==> config.mk <==
export PLATFORM = sky130hd
export DESIGN_NAME = brfro_ctrl
export DESIGN_NICKNAME = d
export VERILOG_FILES = /design/src/sv/brfro_pkg.sv /design/src/sv/brfro_ctrl.sv
export SDC_FILE = /design/constraint.sdc
export NUM_CORES = 1
export LEC_CHECK = 0
export ABC_AREA = 1
export BUFFER_PORTS_ARGS = -buffer_cell sky130_fd_sc_hd__buf_2
export CORE_MARGIN = 1
export CORE_UTILIZATION = 40
export CTS_CLUSTER_SIZE = 12
export DETAILED_ROUTE_END_ITERATION = 8
export HOLD_SLACK_MARGIN = 0.05
export PLACE_DENSITY_LB_ADDON = 0.1
export SETUP_SLACK_MARGIN = 0.4
export SLEW_MARGIN = 20
export SYNTH_ARGS = -nofsm -noshare
export SYNTH_HDL_FRONTEND = slang
export SYNTH_SLANG_ARGS = --single-unit
==> constraint.sdc <==
create_clock -name clock -period 5 [get_ports clock]
set_clock_uncertainty 0.1 [all_clocks]
set_input_delay 0.5 -clock clock [delete_from_list [all_inputs] [get_ports clock]]
set_output_delay 0.5 -clock clock [all_outputs]
set_load 0.02 [all_outputs]
==> src/sv/brfro_pkg.sv <==
package brfro_pkg;

   localparam int DEPTH    = 1024;
   localparam int MAX_RUN  = 64;
   localparam int ADDR_W   = $clog2(DEPTH);
   localparam int PTR_W    = ADDR_W + 1;
   localparam int LEN_W    = 7;
   localparam int COUNT_W  = 11;
   localparam int CMP_W    = (PTR_W > LEN_W) ? PTR_W : LEN_W;

   typedef enum logic [1:0] {
      OP_ENQUEUE = 2'd0,
      OP_PEEK    = 2'd1,
      OP_DEQUEUE = 2'd2,
      OP_ERASE   = 2'd3
   } op_type;

   typedef enum logic {
      ST_IDLE,
      ST_STREAM
   } state_type;

   typedef struct packed {
      logic [1:0]       operation;
      logic [LEN_W-1:0] length;
      logic [7:0]       data_byte;
      logic             last_of_run;
   } req_item_type;

   typedef struct packed {
      logic               status;
      logic [7:0]         read_byte;
      logic               byte_valid;
      logic               last;
      logic [COUNT_W-1:0] stored_count;
      logic [COUNT_W-1:0] free_count;
   } rsp_item_type;

   typedef struct packed {
      logic             write_en;
      logic             rp_advance;
      logic [LEN_W-1:0] rp_amount;
      logic             run_update;
      logic             run_open;
      logic             run_accepted;
      logic [LEN_W-1:0] run_left;
      logic             fetch_start;
      logic             fetch_en;
      logic             out_load;
      logic             out_byte;
      logic             out_status;
      logic             out_last;
   } ctrl_cmd_type;

   typedef struct packed {
      logic [PTR_W-1:0] stored;
      logic             run_open;
      logic             run_accepted;
      logic [LEN_W-1:0] run_left;
   } dp_status_type;

endpackage

==> src/sv/brfro_ctrl.sv <==
module brfro_ctrl (
   input  logic                            clock,
   input  logic                            reset,
   input  logic                            req_valid,
   output logic                            req_ready,
   input  logic [1:0]                      req_operation,
   input  logic [brfro_pkg::LEN_W-1:0]     req_length,
   input  logic                            req_last_of_run,
   output logic                            rsp_valid,
   input  logic                            rsp_ready,
   input  brfro_pkg::dp_status_type        status,
   output brfro_pkg::ctrl_cmd_type         cmd
);
   import brfro_pkg::*;

   state_type        state_ff, state_in;
   logic [LEN_W-1:0] fetch_left_ff, fetch_left_in;
   logic             fetch_valid_ff, fetch_valid_in;
   logic             fetch_last_ff, fetch_last_in;
   logic             out_valid_ff, out_valid_in;

   logic             accept;
   logic             out_free;
   logic             fetch_go;
   logic             move;
   logic             start_stream;
   logic [CMP_W-1:0] len_c;
   logic [CMP_W-1:0] stored_c;
   logic [CMP_W-1:0] free_c;
   logic             len_ok_max;
   logic             enq_accepted;
   logic [LEN_W-1:0] enq_left;
   logic             enq_write;
   logic             read_fail;
   logic [LEN_W-1:0] erase_n;

   assign out_free  = !out_valid_ff || rsp_ready;
   assign accept    = req_valid && req_ready;
   assign rsp_valid = out_valid_ff;
   assign fetch_go  = (state_ff == ST_STREAM) && (fetch_left_ff != '0)
                      && (!fetch_valid_ff || out_free);
   assign move      = (state_ff == ST_STREAM) && fetch_valid_ff && out_free;

   assign len_c      = CMP_W'(req_length);
   assign stored_c   = CMP_W'(status.stored);
   assign free_c     = CMP_W'(DEPTH) - stored_c;
   assign len_ok_max = req_length <= LEN_W'(MAX_RUN);

   assign enq_accepted = status.run_open ? status.run_accepted
                                         : (len_ok_max && (len_c <= free_c));
   assign enq_left     = status.run_open ? status.run_left
                                         : (enq_accepted ? req_length : '0);
   assign enq_write    = enq_accepted && (enq_left != '0)
                         && (stored_c < CMP_W'(DEPTH));
   assign read_fail    = !len_ok_max || (len_c > stored_c);
   assign erase_n      = (len_c < stored_c) ? req_length : LEN_W'(status.stored);

   always_comb begin
      state_in = state_ff;
      case (state_ff)
         ST_IDLE: begin
            if (start_stream) state_in = ST_STREAM;
         end
         ST_STREAM: begin
            if ((fetch_left_ff == '0) && fetch_valid_ff && out_free) state_in = ST_IDLE;
         end
         default: state_in = ST_IDLE;
      endcase
   end

   always_comb begin
      cmd           = '0;
      req_ready     = 1'b0;
      start_stream  = 1'b0;
      fetch_left_in = fetch_left_ff;
      case (state_ff)
         ST_IDLE: begin
            req_ready = out_free;
            if (accept) begin
               cmd.run_update = 1'b1;
               case (req_operation)
                  OP_ENQUEUE: begin
                     cmd.write_en     = enq_write;
                     cmd.run_open     = !req_last_of_run;
                     cmd.run_accepted = !req_last_of_run && enq_accepted;
                     cmd.run_left     = req_last_of_run ? '0
                                        : enq_left - LEN_W'(enq_write);
                     cmd.out_load     = req_last_of_run;
                     cmd.out_status   = !enq_accepted;
                     cmd.out_last     = 1'b1;
                  end
                  OP_ERASE: begin
                     cmd.rp_advance = 1'b1;
                     cmd.rp_amount  = erase_n;
                     cmd.out_load   = 1'b1;
                     cmd.out_last   = 1'b1;
                  end
                  default: begin
                     if (read_fail || (req_length == '0)) begin
                        cmd.out_load   = 1'b1;
                        cmd.out_status = read_fail;
                        cmd.out_last   = 1'b1;
                     end else begin
                        start_stream    = 1'b1;
                        cmd.fetch_start = 1'b1;
                        fetch_left_in   = req_length;
                        cmd.rp_advance  = (req_operation == OP_DEQUEUE);
                        cmd.rp_amount   = req_length;
                     end
                  end
               endcase
            end
         end
         ST_STREAM: begin
            cmd.fetch_en = fetch_go;
            cmd.out_load = move;
            cmd.out_byte = 1'b1;
            cmd.out_last = fetch_last_ff;
            if (fetch_go) fetch_left_in = fetch_left_ff - LEN_W'(1);
         end
         default: ;
      endcase

      if (fetch_go) begin
         fetch_valid_in = 1'b1;
         fetch_last_in  = (fetch_left_ff == LEN_W'(1));
      end else if (move) begin
         fetch_valid_in = 1'b0;
         fetch_last_in  = 1'b0;
      end else begin
         fetch_valid_in = fetch_valid_ff;
         fetch_last_in  = fetch_last_ff;
      end

      if (cmd.out_load) out_valid_in = 1'b1;
      else if (rsp_ready) out_valid_in = 1'b0;
      else out_valid_in = out_valid_ff;
   end

   always_ff @(posedge clock) begin
      if (reset) begin
         state_ff       <= ST_IDLE;
         fetch_left_ff  <= '0;
         fetch_valid_ff <= 1'b0;
         fetch_last_ff  <= 1'b0;
         out_valid_ff   <= 1'b0;
      end else begin
         state_ff       <= state_in;
         fetch_left_ff  <= fetch_left_in;
         fetch_valid_ff <= fetch_valid_in;
         fetch_last_ff  <= fetch_last_in;
         out_valid_ff   <= out_valid_in;
      end
   end

endmodule

==> key figures, run 1 <==
Timing
  – Post-route minimum period: 4.194 ns
  – Achievable frequency: 0.2384 GHz
  – Max Transition Viols Final: 0
  – Worst slew slack as a fraction of its limit: 72.91%
  – Final setup violation count: 0
  – Accumulated negative setup slack: 0 ns
  – Worst-Margin Slew: 0.4054 ns
  – RSZ-0062 raised after global routing: false
  – Hold Fails Final Rpt: 0
  – Final period util: 83.89%

Floorplan
  – I/O pin total: 61
  – Die Span X: 70.43 µm
  – Total Die Area: 4960 µm²
  – Site Rows: 24
  – Die height: 70.43 µm
  – Core box area: 4414 µm²
  – Starting density of the core: 42.43%

Placement
  – Total half-perimeter wirelength after legalization and detailed placement: 4166 µm
  – Number of cells in the design after placement: 418
  – # port buffers: 60
  – Global placement routability congestion: 0.8967

Synth
  – Total nets after synthesis: 368
  – Most frequent cell after synthesis: sky130_fd_sc_hd__nand2_1
  – Main synth FF type: sky130_fd_sc_hd__dfxtp_1
  – Number of library cell types mapped by synthesis: 35
  – Part of the Yosys area used for sequential elements: 11.76%
  – Share of the synthesized area in the top cell type: 15.23%
  – Mean area per synthesized cell: 6.003 µm²
  – Netlist area before placement: 1873 µm²
  – Synth area leader: sky130_fd_sc_hd__nand2_1
  – Area contributors post-synth: sky130_fd_sc_hd__nand2_1 (15%), sky130_fd_sc_hd__ha_1 (15%), sky130_fd_sc_hd__dfxtp_1 (12%)
  – Seq cells post-synth: 11
  – Post-Synthesis Cells: 312
  – Async set-reset flop share out of synthesis: 0%
  – Number of enable-type register cells in the synthesized netlist: 0
  – Synth Warn #: 0
  – Top cell types by occurrence after synthesis: sky130_fd_sc_hd__nand2_1 (76), sky130_fd_sc_hd__inv_1 (45), sky130_fd_sc_hd__nor2_1 (32)

CTS
  – Clock transition time at the flip-flop clock pins of the worst setup and hold paths: 0.05 ns
  – Clock tree sinks: 11
  – Clock insertion delay at the later pin of the skew report: 0.25 ns
  – H-tree levels: 1
  – Master cell of the clock root buffer: sky130_fd_sc_hd__clkbuf_8
  – Hold-fix buffers, CTS: 0
  – Cts bufs inserted: 3
  – Clock tree from TritonCTS: built
  – Clock Tree Buf Depth: 2

Global route
  – First-pass GRT wire length: 8749 µm
  – Via count of the first global-routing pass: 2019
  – Total overflow reported by the global router: 0
  – Number of antenna violations at the first check in global routing: 0
  – Maximum number of pins on one net before global-route repair: 14
  – Total track usage: 21.82%

Setup path
  – Worst setup SP type: primary input
  – Largest fanout of any net on the critical path: 7
  – Critical path launch point: status[9]
  – Data required, critical path: 4.40 ns
  – Class of the most critical setup path: primary input to output pin
  – Arrival time worst endpoint: 3.59 ns
  – Startpoint of the worst-slack reg-to-reg timing path: fetch_left_ff[0]
  – Setup crit end kind: output pin

Cells and area
  – ANT cells: 0
  – Fraction of final layout cells sized beyond drive strength 1: 25.88%
  – Filler Cells Inserted: 491
  – Signed area change from the synthesized netlist to the final layout: 21.51%
  – Count of non-filler cells in the finished layout: 423
  – Number of nets at the end of the flow: 428

Detailed routing
  – Routed length per placed instance: 12.04 µm
  – Total via count after detailed routing: 2130
  – Detailed-route wire length: 5093 µm
  – Average vias per placed instance: 5.035
  – Antenna-violating nets left: 0
  – Post-route DRC violation count: 0
  – Count of routing violations after the opening detailed-route iteration: 84
  – First drt pass iteration count: 4

Run status
  – Status: complete, no violations

Power and ir drop
  – PD cells: 179.2 nW/µm²
  – Leakage power of the design: 1.216 nW
  – Worst-case vdd ir drop: 76.15 µV

Worst hold path
  – Worst hold start: reset
  – Class of the most critical hold timing path: primary input to flop

Job
  – Count of maximum capacitance violations: 0
final cells by class:
cell class | count | area, µm² | area share (%)
well taps | 52 | 65.06 | 2.859
repair buffers | 61 | 307.8 | 13.52
flip-flops and latches | 11 | 220.2 | 9.676
multi-input cells | 247 | 1458 | 64.05
clock buffers | 4 | 45.04 | 1.979
inverters | 48 | 180.2 | 7.916
cell usage in the layout, fill, tap and decap left out, types with 8 or more instances in the layout:
cell | synthesis | final
sky130_fd_sc_hd__nand2_1 | 76 | 76
sky130_fd_sc_hd__buf_2 | 1 | 60
sky130_fd_sc_hd__inv_1 | 45 | 43
sky130_fd_sc_hd__nor2_1 | 32 | 29
sky130_fd_sc_hd__a21oi_1 | 22 | 22
sky130_fd_sc_hd__o21ai_0 | 21 | 21
sky130_fd_sc_hd__ha_1 | 22 | 20
sky130_fd_sc_hd__nand3_1 | 19 | 19
sky130_fd_sc_hd__dfxtp_1 | 11 | 11
sky130_fd_sc_hd__xor2_1 | 8 | 8
repair_timing:
| action | CTS | global route |
|---|---|---|
| buffers inserted | 0 | 1 |
| endpoints found under the setup margin | 0 | 6 |
| gates resized for setup | 0 | 9 |
critical path, stage by stage:
cell                      delay, ns
sky130_fd_sc_hd__buf_2         0.11
sky130_fd_sc_hd__inv_2         0.09
sky130_fd_sc_hd__ha_4          0.15
sky130_fd_sc_hd__nand2_2       0.09
sky130_fd_sc_hd__nor2_4        0.13
sky130_fd_sc_hd__nand2_1       0.07
sky130_fd_sc_hd__xor2_1        0.14
sky130_fd_sc_hd__ha_1          0.28
sky130_fd_sc_hd__nand2_1       0.08
sky130_fd_sc_hd__inv_1         0.06
sky130_fd_sc_hd__nand2_1       0.05
sky130_fd_sc_hd__nand2_1       0.05
sky130_fd_sc_hd__a21oi_1       0.05
sky130_fd_sc_hd__nor2_2        0.13
sky130_fd_sc_hd__nand4_4       0.13
sky130_fd_sc_hd__nand3_1       0.11
sky130_fd_sc_hd__nand2_2       0.09
sky130_fd_sc_hd__nor2_4        0.15
sky130_fd_sc_hd__nand2_1       0.07
sky130_fd_sc_hd__nor2_1        0.12
sky130_fd_sc_hd__nor2_1        0.06
sky130_fd_sc_hd__ha_1          0.24
sky130_fd_sc_hd__ha_2          0.21
sky130_fd_sc_hd__nand2_1       0.09
sky130_fd_sc_hd__xor2_1        0.15
sky130_fd_sc_hd__nor2_1        0.05
sky130_fd_sc_hd__buf_2         0.16
per-stage QoR:
step / utilization (%) / area, µm² / setup WS [ns] / power [W] / hold slack, ns
after floorplan: - / 1873 / 0.9694 / 0.0002543 / 0.3407
after global placement: 49.74 / 2196 / 0.6795 / 0.0003090 / 0.3577
after detailed placement: 49.74 / 2196 / 0.5242 / 0.0003100 / 0.3628
after CTS: 50.77 / 2241 / 0.5049 / 0.0004077 / 0.3593
after global routing: 51.56 / 2276 / 0.4052 / 0.0004455 / 0.3800
final: 51.56 / 2276 / 0.8057 / 0.0004079 / 0.3637
flip-flops by register name, indices dropped and copies added (netlist names):
name,flops
fetch_left_ff,7
fetch_last_ff,1
fetch_valid_ff,1
rsp_valid,1
state_ff,1
per-layer routing:
metal	routed length, µm	part of all wire [%]	vias to the layer above	global-route usage [%]
met4	81	1.6	0	9.333
met2	2568	50	42	39.26
li1	-	-	1142	-
met3	115	2.3	8	1.010
met5	0	0	-	0
met1	2327	46	938	26.63
cell families (layout without fill, tap and decap cells):
kind of cell	count (synthesis)	count (layout)	synth area share (%)
compound gates	59	59	18.37
simple gates	157	157	39.08
buf+inv	54	113	11.89
xor+xnor	9	9	4.209
flops	11	11	11.76
fa+ha+maj	22	22	14.70
where the power goes:
part,internal [W],total (W),switching [W],leakage (nW)
sequential,0.0000973,0.000106,0.00000895,0.0901
combinational,0.0000745,0.000207,0.000132,1.10
clock,0.0000564,0.0000951,0.0000387,0.0228
final timing paths:
check / to / cells after the start / slack (ns)
worst max-delay path: cmd[10] / 27 / 0.81
worst min-delay path: fetch_left_ff[3] / 2 / 0.36
worst max register to register: fetch_left_ff[0] / 10 / 3.20
worst min register to register: fetch_last_ff / 2 / 0.36
No activity file was read; power rests on OpenSTA's default activity.
==> run 2, diff against run 1 <==
- clock period: 5 -> 4.35 ns (I/O delays scaled with it)
==> run 2 against run 1 <==
  * Die area stayed put
  * Combinational power rose by 25%
  * Clock power grew 11%
  * Clock-buffer cell count stayed put
  * Critical endpoint unchanged
  * Non-clock buffer count is 7 higher
  * Critical path depth fell by 1
==> key figures, run 2 (synthesis results as in run 1) <==
Run status
  – Status: complete, no violations

Timing
  – Final setup violation count: 0
  – Accumulated negative setup slack: 0 ns
  – Hold Fails Final Rpt: 0
  – Worst slew slack as a fraction of its limit: 72.97%
  – Post-route minimum period: 3.953 ns
  – RSZ-0062 raised after global routing: true
  – Max Transition Viols Final: 0
  – Worst-Margin Slew: 0.4045 ns
  – Achievable frequency: 0.2530 GHz
  – Final period util: 90.87%

Cells and area
  – Most frequent cells in the layout: sky130_fd_sc_hd__nand2_1 (67), sky130_fd_sc_hd__buf_2 (53), sky130_fd_sc_hd__inv_1 (42)
  – Count of non-filler cells in the finished layout: 430
  – Design area: 2456 µm²
  – ANT cells: 0
  – Most flops, register: fetch_left_ff
  – Number of nets at the end of the flow: 435
  – Flip-flop count of the largest register after layout: 7
  – Fraction of final layout cells sized beyond drive strength 1: 32.54%
  – Most common cell after layout, fill and taps aside: sky130_fd_sc_hd__nand2_1
  – Signed area change from the synthesized netlist to the final layout: 31.13%

Setup path
  – Worst path max stage delay: 0.32 ns
  – Highest-delay cell along the critical path: sky130_fd_sc_hd__ha_1
  – Largest fanout of any net on the critical path: 7
  – Flop2flop setup slack: 2.55 ns
  – Critical path launch point: status[9]
  – Arrival time worst endpoint: 3.42 ns
  – Dominant cell type by count on the critical path: sky130_fd_sc_hd__nand2_2
  – Class of the most critical setup path: primary input to output pin
  – Worst flop-to-flop path endpoint: fetch_left_ff[0]
  – Cell family with most CP delay: simple AND/OR/NAND/NOR gates
  – Startpoint of the worst-slack reg-to-reg timing path: fetch_left_ff[0]
  – Setup crit end kind: output pin
  – Depth of the worst register-to-register path: 10
  – Critical path buffer and inverter count: 3
  – Data required, critical path: 3.82 ns
  – Worst setup SP type: primary input

CTS
  – Master cell of the clock root buffer: sky130_fd_sc_hd__clkbuf_8
  – Cts bufs inserted: 3
  – H-tree levels: 1
  – Clock insertion delay at the later pin of the skew report: 0.24 ns
  – Clock Tree Buf Depth: 2
  – Clock transition time at the flip-flop clock pins of the worst setup and hold paths: 0.05 ns
  – Clock tree sinks: 11
  – Clock tree from TritonCTS: built

Floorplan
  – Site Rows: 24
  – Die Span X: 70.43 µm
  – Total Die Area: 4960 µm²
  – Starting density of the core: 42.43%
  – Die height: 70.43 µm
  – I/O pin total: 61
  – Core box area: 4414 µm²

Detailed routing
  – Post-route DRC violation count: 0
  – First drt pass iteration count: 4
  – Total via count after detailed routing: 2187
  – Antenna-violating nets left: 0
  – Average vias per placed instance: 5.086
  – Count of routing violations after the opening detailed-route iteration: 71
  – Routed length per placed instance: 12.53 µm
  – Detailed-route wire length: 5389 µm

Placement
  – Number of cells in the design after placement: 418
  – # port buffers: 60
  – Total half-perimeter wirelength after legalization and detailed placement: 4220 µm
  – Global placement routability congestion: 0.8969
  – Post-place instance area: 2196 µm²

Global route
  – Met2 Track Usage GR: 41.27%
  – First-pass GRT wire length: 8970 µm
  – Via count of the first global-routing pass: 2024
  – Total overflow reported by the global router: 0
  – Number of antenna violations at the first check in global routing: 0
  – Most Crowded Layer GR: met2
  – Maximum number of pins on one net before global-route repair: 14
  – Total track usage: 22.24%
  – Met3 track demand over resource: 1.299%
  – Met1 capacity usage during global routing: 27.24%

Worst hold path
  – Worst hold start: reset
  – Hold endpoint: fetch_valid_ff
  – Cell depth of the worst hold path: 2
  – Class of the most critical hold timing path: primary input to flop

Job
  – Count of maximum capacitance violations: 0

Power and ir drop
  – Leakage power of the design: 1.271 nW
  – Worst-case vdd ir drop: 87.54 µV
  – PD cells: 198.3 nW/µm²
==> run 2: cell count changes in the layout (fill, tap and decap cells not counted), moves of 6 or more <==
| cell | previous run | this run |
|---|---|---|
| sky130_fd_sc_hd__nand3_2 | 2 | 8 |
| sky130_fd_sc_hd__buf_4 | 1 | 13 |
| sky130_fd_sc_hd__buf_2 | 60 | 53 |
| sky130_fd_sc_hd__nand2_1 | 76 | 67 |
| sky130_fd_sc_hd__nand2_2 | 6 | 13 |
| sky130_fd_sc_hd__nand3_1 | 19 | 13 |
==> run 2: worst max path at each step <==
stage / to / slack (ns) / cells past startpoint
2_1_floorplan: cmd[10] / 0.45 / 23
3_3_place_gp: cmd[10] / 0.16 / 25
3_5_place_dp: cmd[10] / 0.04 / 25
4_1_cts: cmd[10] / 0.41 / 25
5_1_grt: cmd[10] / 0.11 / 26
6_report: cmd[10] / 0.40 / 26
==> run 2: cell type report <==
class	count	area, µm²
multi-input cells	247	1546
flip-flops and latches	11	220.2
inverters	48	190.2
clock buffers	4	45.04
fillers	454	1958
well taps	52	65.06
repair buffers	68	389.1
==> run 2: per-layer routing <==
layer  vias up  wire length, µm
met2        54             2810
met3         4              225
met1       976             2320
met4         0               32
li1       1153                -
met5         -                0
==> run 2: metrics by stage <==
| stage | utilization [%] | total power (W) | setup WS (ns) | hold slack (ns) |
|---|---|---|---|---|
| after global routing | 55.64 | 0.0005269 | 0.1052 | 0.3199 |
| after floorplan | - | 0.0002923 | 0.4494 | 0.3407 |
| final | 55.64 | 0.0004871 | 0.3973 | 0.3063 |
| after CTS | 53.37 | 0.0004749 | 0.4093 | 0.3087 |
| after detailed placement | 49.74 | 0.0003569 | 0.03668 | 0.3625 |
| after global placement | 49.74 | 0.0003552 | 0.1595 | 0.3577 |
==> run 2: report_power, final <==
| group | switching [W] | leakage (nW) | internal (W) | total [W] |
|---|---|---|---|---|
| combinational | 0.000162 | 1.16 | 0.0000963 | 0.000259 |
| clock | 0.0000417 | 0.0228 | 0.0000646 | 0.000106 |
| sequential | 0.0000103 | 0.0901 | 0.000112 | 0.000122 |
==> run 2: timing repair <==
item                                    CTS  global route
gates cloned                              0             0
buffers inserted                          5             3
endpoints found under the setup margin    6             7
resized for setup                        22            24
pin swaps                                10            21
hold buffers                              0             0
==> run 3, diff against run 2 <==
- SKIP_CTS_REPAIR_TIMING: default -> 1
- clock period: 4.35 -> 3.77 ns (I/O delays scaled with it)
==> run 3 against run 2 <==
  * Non-clock buffer count up 16
  * Final area is 8.6% higher
  * Worst hold slack worse by 0.046 ns
  * Die area stayed put
  * Total power up 19%
  * Sequential share of layout area fell by 0.71 points
  * Cell count up 3.7%
  * Sequential power increased by 16%
  * Global-route usage fell by 1.4 points
  * Core utilization up 4.8 points
  * Wire length decreased by 0.41%
  * First-iteration DRC count grew 79%
  * Critical endpoint unchanged
  * Highest routed layer unchanged
==> key figures, run 3 (synthesis results as in run 1) <==
Run status
  – Status: complete, no violations

Timing
  – Final setup violation count: 0
  – RSZ-0062 raised after global routing: true
  – Final period util: 99.67%
  – Post-route minimum period: 3.757 ns
  – Hold Fails Final Rpt: 0
  – Worst slew slack as a fraction of its limit: 73.33%
  – Achievable frequency: 0.2661 GHz
  – Worst-Margin Slew: 0.3991 ns
  – Min Hold Slack: 0.2606 ns
  – Max Transition Viols Final: 0

Floorplan
  – Site Rows: 24
  – I/O pin total: 61
  – Starting density of the core: 42.43%
  – Core box area: 4414 µm²
  – Die Span X: 70.43 µm
  – Total Die Area: 4960 µm²
  – Die height: 70.43 µm

Setup path
  – Setup crit end: cmd[10]
  – Critical path buffer and inverter count: 3
  – Largest fanout of any net on the critical path: 7
  – Class of the most critical setup path: primary input to output pin
  – Depth of the worst register-to-register path: 10
  – Flop2flop setup slack: 1.96 ns
  – Worst path max stage delay: 0.30 ns
  – Worst setup SP type: primary input
  – Data required, critical path: 3.29 ns
  – Highest-delay cell along the critical path: sky130_fd_sc_hd__ha_1
  – Cell family with most CP delay: simple AND/OR/NAND/NOR gates
  – Startpoint of the worst-slack reg-to-reg timing path: fetch_left_ff[0]
  – Worst flop-to-flop path endpoint: fetch_left_ff[0]
  – Setup crit end kind: output pin
  – Critical path launch point: status[9]
  – Arrival time worst endpoint: 3.28 ns
  – Cell depth of the worst setup path: 26

Cells and area
  – Fraction of final layout cells sized beyond drive strength 1: 37.06%
  – Most frequent cells in the layout: sky130_fd_sc_hd__nand2_1 (68), sky130_fd_sc_hd__buf_2 (53), sky130_fd_sc_hd__inv_1 (42)
  – Filler Cells Inserted: 447
  – Area occupied by multi-input gates: 1603 µm²
  – Area taken by flip-flops and latches: 220.2 µm²
  – Most flops, register: fetch_left_ff
  – Most common cell after layout, fill and taps aside: sky130_fd_sc_hd__nand2_1
  – Flip-flop count of the largest register after layout: 7
  – ANT cells: 0
  – Number of nets at the end of the flow: 451
  – Count of non-filler cells in the finished layout: 446
  – Signed area change from the synthesized netlist to the final layout: 42.42%

Power and ir drop
  – P_int: 0.0003319 W
  – Combinational share of power: 55.6%
  – Reg power frac: 24.4%
  – Fraction of power spent switching nets: 42.92%
  – PD cells: 218.0 nW/µm²
  – Worst-case vdd ir drop: 266.1 µV
  – Leakage power of the design: 1.373 nW
  – Power dissipated by switching net loads: 0.0002495 W
  – Total power: 0.0005814 W
  – Clock network fraction of design power: 20.0%

Worst hold path
  – Class of the most critical hold timing path: primary input to flop

Detailed routing
  – First drt pass iteration count: 6
  – Antenna-violating nets left: 0
  – Routed length per placed instance: 12.03 µm
  – Post-route DRC violation count: 0
  – Count of routing violations after the opening detailed-route iteration: 127
  – Average vias per placed instance: 5.096
  – Total via count after detailed routing: 2273
  – Detailed-route wire length: 5367 µm

Global route
  – Total overflow reported by the global router: 0
  – Maximum number of pins on one net before global-route repair: 14
  – First-pass GRT wire length: 8569 µm
  – Via count of the first global-routing pass: 2045
  – Number of antenna violations at the first check in global routing: 0
  – Total track usage: 20.82%

Placement
  – # port buffers: 60
  – Total half-perimeter wirelength after legalization and detailed placement: 4280 µm
  – Global placement routability congestion: 0.8346
  – Number of cells in the design after placement: 435

CTS
  – H-tree levels: 1
  – Clock insertion delay at the later pin of the skew report: 0.23 ns
  – Master cell of the clock root buffer: sky130_fd_sc_hd__clkbuf_8
  – Clock tree from TritonCTS: built
  – Cts bufs inserted: 3
  – Clock transition time at the flip-flop clock pins of the worst setup and hold paths: 0.05 ns
  – Clock Tree Buf Depth: 2
  – Clock tree sinks: 11

Job
  – Count of maximum capacitance violations: 0
==> run 3: metal layers <==
metal  vias up  GRT usage, %  wire length [µm]
met2        49         38.52              2768
met4         0         3.778                14
li1       1186             -                 -
met1      1036         26.43              2362
met3         2         1.154               221
met5         -             0                 0
==> run 3: through the flow <==
step / setup slack [ns] / cell area (µm²) / TNS (ns) / utilization, %
finish: 0.01254 / 2668 / 0 / 60.43
global route: -0.2307 / 2668 / -1.133 / 60.43
CTS: -0.08100 / 2485 / -0.1981 / 56.29
detailed placement: -0.07339 / 2440 / -0.1759 / 55.27
global placement: 0.005777 / 2440 / 0 / 55.27
floorplan: 0.3067 / 1989 / 0 / -
==> run 3: power by group through the flow <==
stage               Combinational, W  Clock [W]  Sequential (W)
global placement            0.000297          0        0.000143
floorplan                   0.000209          0        0.000141
CTS                         0.000302   0.000121        0.000141
global route                0.000363   0.000127        0.000143
detailed placement          0.000300          0        0.000143
finish                      0.000324   0.000116        0.000142
==> run 3: cell type report <==
cell class / count / area share (%)
repair buffers: 84 / 19.98
well taps: 52 / 2.439
clock buffers: 4 / 1.689
multi-input cells: 247 / 60.08
flip-flops and latches: 11 / 8.255
inverters: 48 / 7.552
==> run 3: worst min-delay path by stage <==
stage | start | end | slack [ns] | depth (start not counted)
floorplan | fetch_last_ff | fetch_last_ff | 0.34 | 2
global placement | fetch_last_ff | fetch_last_ff | 0.36 | 2
detailed placement | fetch_last_ff | fetch_last_ff | 0.37 | 2
CTS | reset | fetch_valid_ff | 0.26 | 2
global route | reset | fetch_valid_ff | 0.26 | 2
finish | reset | fetch_valid_ff | 0.26 | 2
